<file path="src/rtl/core/arma_residual_loglikelihood_defines.svh">
// Assertion macros shared by the ARMA log-likelihood block.
`ifndef ARMA_RESIDUAL_LOGLIKELIHOOD_DEFINES_SVH
`define ARMA_RESIDUAL_LOGLIKELIHOOD_DEFINES_SVH

// Condition in one cycle implies a consequence in the next cycle.
`define ARL_ASSERT_NEXT(lbl, ante, cons, msg) \
  lbl: assert property (@(posedge clk) disable iff (rst) (ante) |=> (cons)) \
    else $error(msg);

// Condition implies a consequence in the same cycle.
`define ARL_ASSERT_NOW(lbl, ante, cons, msg) \
  lbl: assert property (@(posedge clk) disable iff (rst) (ante) |-> (cons)) \
    else $error(msg);

`endif

</file>
<file path="src/rtl/core/arl_pkg.sv">
// Shared types and constants of the ARMA log-likelihood block.
package arl_pkg;

  // register indexes on the configuration port
  typedef enum logic [2:0] {
    REG_AR_ORDER   = 3'd0,
    REG_MA_ORDER   = 3'd1,
    REG_MEAN       = 3'd2,
    REG_INV_2SIGSQ = 3'd3,
    REG_HALF_LOGSQ = 3'd4
  } reg_idx_t;

  localparam int TERM_IDX_BITS = 4;

  // operand selection of the shared multiplier
  typedef enum logic [2:0] {
    MUL_TERM,
    MUL_SQ,
    MUL_SH,
    MUL_SL,
    MUL_CNT
  } mul_sel_t;

  // addend selection of the prediction accumulator
  typedef enum logic [1:0] {
    ACC_NONE,
    ACC_PROD,
    ACC_MU,
    ACC_RND
  } acc_op_t;

  typedef struct packed {
    logic                     coef_wr;
    logic                     cap_sample;
    logic                     mul_en;
    mul_sel_t                 mul_sel;
    logic                     term_ma;
    logic [TERM_IDX_BITS-1:0] term_idx;
    acc_op_t                  acc_op;
    logic                     calc_resid;
    logic                     upd;
    logic                     sum_add;
    logic                     fin_hi;
    logic                     fin_term1;
    logic                     fin_ll;
  } cmd_t;

  typedef struct packed {
    logic hist_ready;
  } status_t;

  localparam logic signed [65:0] ACC_MAX66 = 66'sh0_7FFF_FFFF_FFFF_FFFF;
  localparam logic signed [65:0] ACC_MIN66 = -66'sh0_8000_0000_0000_0000;
  localparam logic signed [63:0] I32_MAX64 = 64'sh7FFF_FFFF;
  localparam logic signed [63:0] I32_MIN64 = -64'sh8000_0000;
  localparam logic signed [32:0] I32_MAX33 = 33'sh0_7FFF_FFFF;
  localparam logic signed [32:0] I32_MIN33 = -33'sh0_8000_0000;
  localparam logic signed [66:0] LL_MAX67  = 67'sh7FFF_FFFF_FFFF;
  localparam logic signed [66:0] LL_MIN67  = -67'sh8000_0000_0000;
  localparam logic [64:0]        T1_CLAMP  = 65'h1_0000_0000_0000;
  localparam logic signed [65:0] RND_HALF  = 66'sd32768;

endpackage

</file>
<file path="src/rtl/core/arl_ctrl.sv">
// Sequencer of the ARMA log-likelihood block: handshakes and datapath commands.
module arl_ctrl
  import arl_pkg::*;
#(
  parameter int MAX_AR = 8,
  parameter int MAX_MA = 8
) (
  input  logic                              clk,
  input  logic                              rst,
  input  logic                              req_valid,
  output logic                              req_stall,
  input  logic                              func,
  input  logic                              last,
  output logic                              rsp_valid,
  input  logic                              rsp_stall,
  input  logic [$clog2(MAX_AR+1)-1:0]       p_eff,
  input  logic [$clog2(MAX_MA+1)-1:0]       q_eff,
  input  status_t                           status,
  output cmd_t                              cmd
);

  localparam int JW = $clog2(MAX_AR + MAX_MA + 1);

  typedef enum logic [3:0] {
    S_IDLE, S_MAC, S_MU, S_RND, S_RES, S_SQ, S_UPD, S_FSH, S_FSL, S_FCNT, S_FOUT
  } state_t;

  state_t          state, state_next;
  logic [JW-1:0]   j, j_next;
  logic [JW-1:0]   n_terms;
  logic [JW-1:0]   p_ext;
  logic            last_q, fit;
  logic            req_acc, can_load;

  assign req_stall = (state != S_IDLE);
  assign req_acc   = req_valid && (state == S_IDLE);
  assign can_load  = !rsp_valid || !rsp_stall;
  assign p_ext     = JW'(p_eff);
  assign n_terms   = p_ext + JW'(q_eff);

  // command decode and next state
  always_comb begin
    cmd        = '0;
    cmd.mul_sel = MUL_TERM;
    cmd.acc_op  = ACC_NONE;
    state_next = state;
    j_next     = j;
    unique case (state)
      S_IDLE: begin
        cmd.coef_wr    = req_acc && !func;
        cmd.cap_sample = req_acc && func;
        j_next         = '0;
        if (req_acc && func) begin
          state_next = status.hist_ready ? S_MAC : S_UPD;
        end
      end
      S_MAC: begin
        // issue term j, fold in the product of term j-1
        cmd.mul_en   = (j < n_terms);
        cmd.mul_sel  = MUL_TERM;
        cmd.term_ma  = (j >= p_ext);
        cmd.term_idx = (j >= p_ext) ? TERM_IDX_BITS'(j - p_ext) : TERM_IDX_BITS'(j);
        cmd.acc_op   = (j != '0) ? ACC_PROD : ACC_NONE;
        if (j == n_terms) begin
          state_next = S_MU;
        end else begin
          j_next = j + JW'(1);
        end
      end
      S_MU: begin
        cmd.acc_op = ACC_MU;
        state_next = S_RND;
      end
      S_RND: begin
        cmd.acc_op = ACC_RND;
        state_next = S_RES;
      end
      S_RES: begin
        cmd.calc_resid = 1'b1;
        state_next     = S_SQ;
      end
      S_SQ: begin
        cmd.mul_en  = 1'b1;
        cmd.mul_sel = MUL_SQ;
        state_next  = S_UPD;
      end
      S_UPD: begin
        cmd.upd     = 1'b1;
        cmd.sum_add = fit;
        state_next  = last_q ? S_FSH : S_IDLE;
      end
      S_FSH: begin
        cmd.mul_en  = 1'b1;
        cmd.mul_sel = MUL_SH;
        state_next  = S_FSL;
      end
      S_FSL: begin
        cmd.mul_en  = 1'b1;
        cmd.mul_sel = MUL_SL;
        cmd.fin_hi  = 1'b1;
        state_next  = S_FCNT;
      end
      S_FCNT: begin
        cmd.mul_en    = 1'b1;
        cmd.mul_sel   = MUL_CNT;
        cmd.fin_term1 = 1'b1;
        state_next    = S_FOUT;
      end
      S_FOUT: begin
        // wait for the result register to be free
        cmd.fin_ll = can_load;
        if (can_load) begin
          state_next = S_IDLE;
        end
      end
      default: state_next = S_IDLE;
    endcase
  end

  // state and registered outputs
  always_ff @(posedge clk) begin
    if (rst) begin
      state     <= S_IDLE;
      j         <= '0;
      last_q    <= 1'b0;
      fit       <= 1'b0;
      rsp_valid <= 1'b0;
    end else begin
      state <= state_next;
      j     <= j_next;
      if (cmd.cap_sample) begin
        last_q <= last;
        fit    <= status.hist_ready;
      end
      if (cmd.fin_ll) begin
        rsp_valid <= 1'b1;
      end else if (!rsp_stall) begin
        rsp_valid <= 1'b0;
      end
    end
  end

endmodule

</file>
<file path="config.mk">
export PLATFORM = sky130hd
export DESIGN_NAME = arl_ctrl
export DESIGN_NICKNAME = d
export VERILOG_FILES = /design/src/rtl/core/arma_residual_loglikelihood_defines.svh /design/src/rtl/core/arl_pkg.sv /design/src/rtl/core/arl_ctrl.sv
export SDC_FILE = /design/constraint.sdc
export NUM_CORES = 1
export LEC_CHECK = 0
export ABC_AREA = 1
export ABC_CLOCK_PERIOD_IN_PS = 2100
export BUFFER_PORTS_ARGS = -buffer_cell sky130_fd_sc_hd__buf_2
export CAP_MARGIN = 20
export CELL_PAD_IN_SITES_DETAIL_PLACEMENT = 1
export CELL_PAD_IN_SITES_GLOBAL_PLACEMENT = 2
export CORE_ASPECT_RATIO = 0.5
export CORE_MARGIN = 2
export CORE_UTILIZATION = 24
export DETAILED_ROUTE_END_ITERATION = 10
export PLACE_DENSITY = 0.84
export SLEW_MARGIN = 0
export SYNTH_ARGS = -nofsm -noshare
export SYNTH_HDL_FRONTEND = slang
export SYNTH_SLANG_ARGS = --single-unit
</file>
<file path="constraint.sdc">
create_clock -name clk -period 2.1 [get_ports clk]
set_clock_uncertainty 0.2 [all_clocks]
set_input_delay 0.105 -clock clk [delete_from_list [all_inputs] [get_ports clk]]
set_output_delay 0.105 -clock clk [all_outputs]
set_load 0.01 [all_outputs]
</file>
Yosys cells after proc, flatten, opt, wreduce, memory -nomap -nowiden
Cells that the tools add are included.
{ "op_classes": {"muxes": 21, "n_lt_le_gt_ge": 2, "add_sub_neg": 3, "n_eq_ne": 16, "reduce_logical": 13} }
{ "op_table": {"columns": ["op", "count"], "rows": [
  ["4-bit one-hot mux with 11 select lines", 1],
  ["4-bit one-hot mux with 5 select lines", 1],
  ["4-bit by 3-bit equality test with 1-bit output, second input constant", 4],
  ["4-bit two-way mux", 4],
  ["4-bit equality test, second input constant", 3],
  ["5-bit two-way mux", 2],
  ["5-bit one-hot mux with 2 select lines", 1],
  ["4-bit by 2-bit equality test with 1-bit output, second input constant", 2],
  ["1-bit two-way mux", 7],
  ["3-bit two-way mux", 2],
  ["2-bit != test, second input constant", 3],
  ["2-bit one-hot mux with 3 select lines", 1],
  ["4-bit by 4-bit adder with 5-bit output", 1],
  ["5-bit by 1-bit adder with 5-bit output, second input constant", 1],
  ["5-bit equality test", 1],
  ["5-bit by 4-bit greater-or-equal comparator with 1-bit output", 1],
  ["5-bit < comparator", 1],
  ["5-bit nonzero test", 1],
  ["4-bit by 1-bit equality test with 1-bit output, second input constant", 1],
  ["4-bit zero test", 1],
  ["2-bit two-way mux", 2],
  ["2-bit by 1-bit != test with 1-bit output, second input constant", 2],
  ["4-bit nonzero test", 1],
  ["4-bit subtractor", 1],
  ["other kinds (6)", 10]
]} }
{ "totals": {"ff_bits": 12, "wordCells": 60, "out_inout_bits": 21} }

Logic depth before layout (Yosys ltp)
{ "logic_depth": {"ltp_word": 5, "mapped_depth": 14, "mapped_depth_nobuf": 14} }

Least setup slack after synthesis
No wires, ideal clock.
{ "synth_path": {"path_kind": "input to register", "startpoint": "input port p_eff[0]", "endpoint": "register state[0]", "setup_slack_ns": 0.055, "t_required_ns": 1.786, "t_arrival_ns": 1.731, "cell_stages": 11, "setup_ns": 0.114, "cell_sequence": "ha_1 -> fa_1 -> xnor2_1 -> ha_1 -> nand2_1 -> nor2_1 -> nand2_1 -> nand2_4 -> nand3_4 -> nor2_1 -> nor2_2"} }
{ "synth_between": {"elab_chain_cells": 4} }
{ "synth_lines": {"columns": ["item", "line_no", "text"], "rows": [
  ["from (decl)", "arl_ctrl.sv:16", "input logic [$clog2(MAX_AR+1)-1:0] p_eff,"],
  ["4-bit by 4-bit adder with 5-bit output", "arl_ctrl.sv:39", "assign n_terms = p_ext + JW'(q_eff);"],
  ["5-bit equality test", "arl_ctrl.sv:64", "if (j == n_terms) begin"],
  ["2-bit != test (no source line)", null, null],
  ["3-bit AND reduction (no source line)", null, null],
  ["to (signal assigned)", "arl_ctrl.sv:129", "state <= state_next;"],
  ["to (decl)", "arl_ctrl.sv:28", "state_t state, state_next;"]
]} }
Every way passes these cells.
A chain may end at the register's enable or synchronous reset.

==> run summary <==
IO buf count -> 35
Sequential Power Share -> 0.215
Fmax -> 482 MHz
Post-detailed-route count of antenna-violating nets -> 0
Rows -> 18
Grt ovf -> 0
Post-synth top flop -> dfxtp_1
Gate Count Post-Synth -> 196
Cell taking the most area after synthesis -> dfxtp_1
Initial Utilization -> 0.254
Placed standard-cell area -> 1570 um2
Design Area, Final -> 1760 um2
Syn Nets -> 228
Min Clock Period, post-route -> 2.08 ns
Mapped cell area -> 1270 um2
Placed cells -> 306
GPL Wtd Cong -> 0.808
Most frequent CP cell -> nand2_1
Commonest non-fill, non-tap cell in the layout -> nand2_1
Worst vdd ir -> 0.289 mV
Sw Share -> 0.501
Comb power frac -> 0.644
RSZ-0062 raised after global routing -> true
Final setup viols -> 0
Fin cells -> 315
Number of diodes -> 0
Layout cell share with drive strength beyond 1 -> 0.322
Post-CTS Setup Bufs -> 0
Die area -> 5940 um2
Antenna violations before repair -> 0
Pleak -> 0.953 nW
Top layer in use -> met4
Critical path launch point type -> input port
CP required -> 1.79 ns
Worst setup EP type -> output port
Post-DP HPWL -> 3090 um
Relative slew slack -> 0.810
Register bit total from synthesis -> 12
Max Root-Sink Buffers -> 2
Crit Path Max Fanout -> 2
Period utilization -> 0.988
Slew Viols, Final -> 0
Num CTS Buffers -> 3
CTS tree -> yes
Layout area overhead -> 38.5%
Global-route wire length before repair -> 6690 um
Worst-path clk slew -> 0.05 ns
Met2 wire length -> 1870 um
Root buffer cell -> clkbuf_8
Latest clock arrival within the worst-skew pair -> 0.24 ns
FFs w/ async S/R, synth -> 0
Critical path class -> input port to output port
Slowest cell on the critical path -> fa_2
Post-synthesis cell type count -> 28
Most frequent cells in the layout -> nand2_1, buf_2, nor2_1
DRC -> 0
EDFF count, synth -> 0
Area share of the leading cell type in the synthesized netlist -> 0.189
Max stage delay on crit path -> 0.35 ns
Gr usage total -> 0.139
Clk pwr share -> 0.141
Routed len/inst -> 12.4 um
Final Hold Fails -> 0
Seq/Total Area, Yosys -> 0.189
Internal Pwr Total -> 0.000772 W
Ys Warns -> 0
CP arrival -> 1.77 ns
Final core utilization -> 0.351
H-Tree Depth -> 1
Initial DRC count -> 48
WL final -> 3910 um
Critical Path, Cell by Cell -> buf_6 -> ha_4 -> fa_2 -> nand2_1 -> nand2_1 -> a21oi_2 -> ha_1 -> nand2_2 -> nor2_2 -> nand2_1 -> nand3_1 -> o211ai_1 -> buf_2
CTS sink count -> 12
Metal1 wirelength -> 1890 um
Pwr Total -> 0.00155 W
Met3 WL -> 107 um
Via-to-Cell Ratio -> 4.44
Net count, final -> 279
Worst Tran Pin Value -> 0.284 ns
Vias in the first global route -> 1404
Largest net degree at the start of global routing -> 10
Status -> finished, final reports clean
Via count -> 1399
DR pass1 iterations -> 4
Die Ht -> 55.5 um
Ports -> 36
Switching Power -> 0.000774 W
Synth top area cells -> dfxtp_1, ha_1, nand2_1, nor2_1, inv_1
Avg Cell Area, Syn -> 6.50 um2
Final Hold Slack -> 0.0588 ns
Die Wd -> 107 um
PwrDens -> 876 nW/um2
Area of the core -> 5020 um2
Hold Path Class -> input port to register
Max Cap Violations -> 0
final cells by class:
cell class / count / area, um2
tap: 70 / 87.6
inverter: 35 / 139
multi-input combinational: 149 / 965
timing repair buffer: 46 / 285
sequential: 12 / 246
clock buffer: 3 / 41.3
fill: 647 / 3260
logic make-up (layout without fill, tap and decap cells):
| group | after synthesis | after routing | synth area share |
|---|---|---|---|
| and+or+nand+nor | 103 | 103 | 0.391 |
| buffers and inverters | 35 | 84 | 0.105 |
| xor gates and xnor gates | 3 | 3 | 0.0206 |
| AOI/OAI and AO/OA | 26 | 26 | 0.116 |
| DFF | 12 | 12 | 0.189 |
| adders and majority gates | 17 | 17 | 0.179 |
worst max-delay path, delay by kind of cell:
family / cells / cell delay [ns]
adders and majority gates: 3 / 0.76
AOI/OAI and AO/OA: 2 / 0.27
buffers and inverters: 2 / 0.27
and+or+nand+nor: 6 / 0.38
registers in the layout (all words and copies together), names as in the netlist:
signal     flops
fit            1
state          4
last_q         1
j              5
rsp_valid      1
power groups by stage:
stage / registers (W) / logic [W] / clock network [W]
floorplan: 0.000315 / 0.000696 / 0
global placement: 0.000324 / 0.000927 / 0
detailed placement: 0.000323 / 0.000949 / 0
CTS: 0.000320 / 0.000975 / 0.000222
global route: 0.000341 / 0.00112 / 0.000230
finish: 0.000333 / 0.000995 / 0.000218
through the flow:
stage	TNS, ns	setup WS (ns)
6_report	0	0.0249
5_1_grt	-0.179	-0.0880
4_1_cts	-0.00825	-0.00825
3_5_place_dp	-1.68	-0.208
3_3_place_gp	-1.28	-0.198
2_1_floorplan	0	0.0551
cells in the mapped netlist, types with 2 or more instances:
cell,n
inv_2,4
o211ai_1,2
ha_1,15
o21ai_0,7
nand2_1,41
xnor2_1,2
nand3_1,11
o21ai_1,2
nor3_1,3
nor2_2,4
nand2_2,2
nor2_1,33
nand2_4,2
fa_1,2
inv_1,30
dfxtp_1,12
a21oi_1,13
worst paths after layout:
check	from	endpoint	slack, ns	cells past startpoint
max	p_eff[0]	cmd[16]	0.02	13
min	req_valid	last_q$_SDFFE_PP0P_	0.06	4
max reg2reg	state[3]$_SDFFE_PP0P_	fit$_SDFFE_PP0P_	0.14	7
min reg2reg	last_q$_SDFFE_PP0P_	last_q$_SDFFE_PP0P_	0.29	2
layer usage:
metal,GRT usage,up-vias
met5,0,-
met4,0.0334,0
met3,0.0189,4
met2,0.234,21
met1,0.189,649
li1,-,725
repair_timing:
action,4_1_cts,5_1_grt
hold endpoints to repair,5,0
endpoints found under the setup margin,6,14
pin swaps,0,1
hold buffers,6,0
gates resized for setup,10,15
Power figures use the tool's default switching activity.
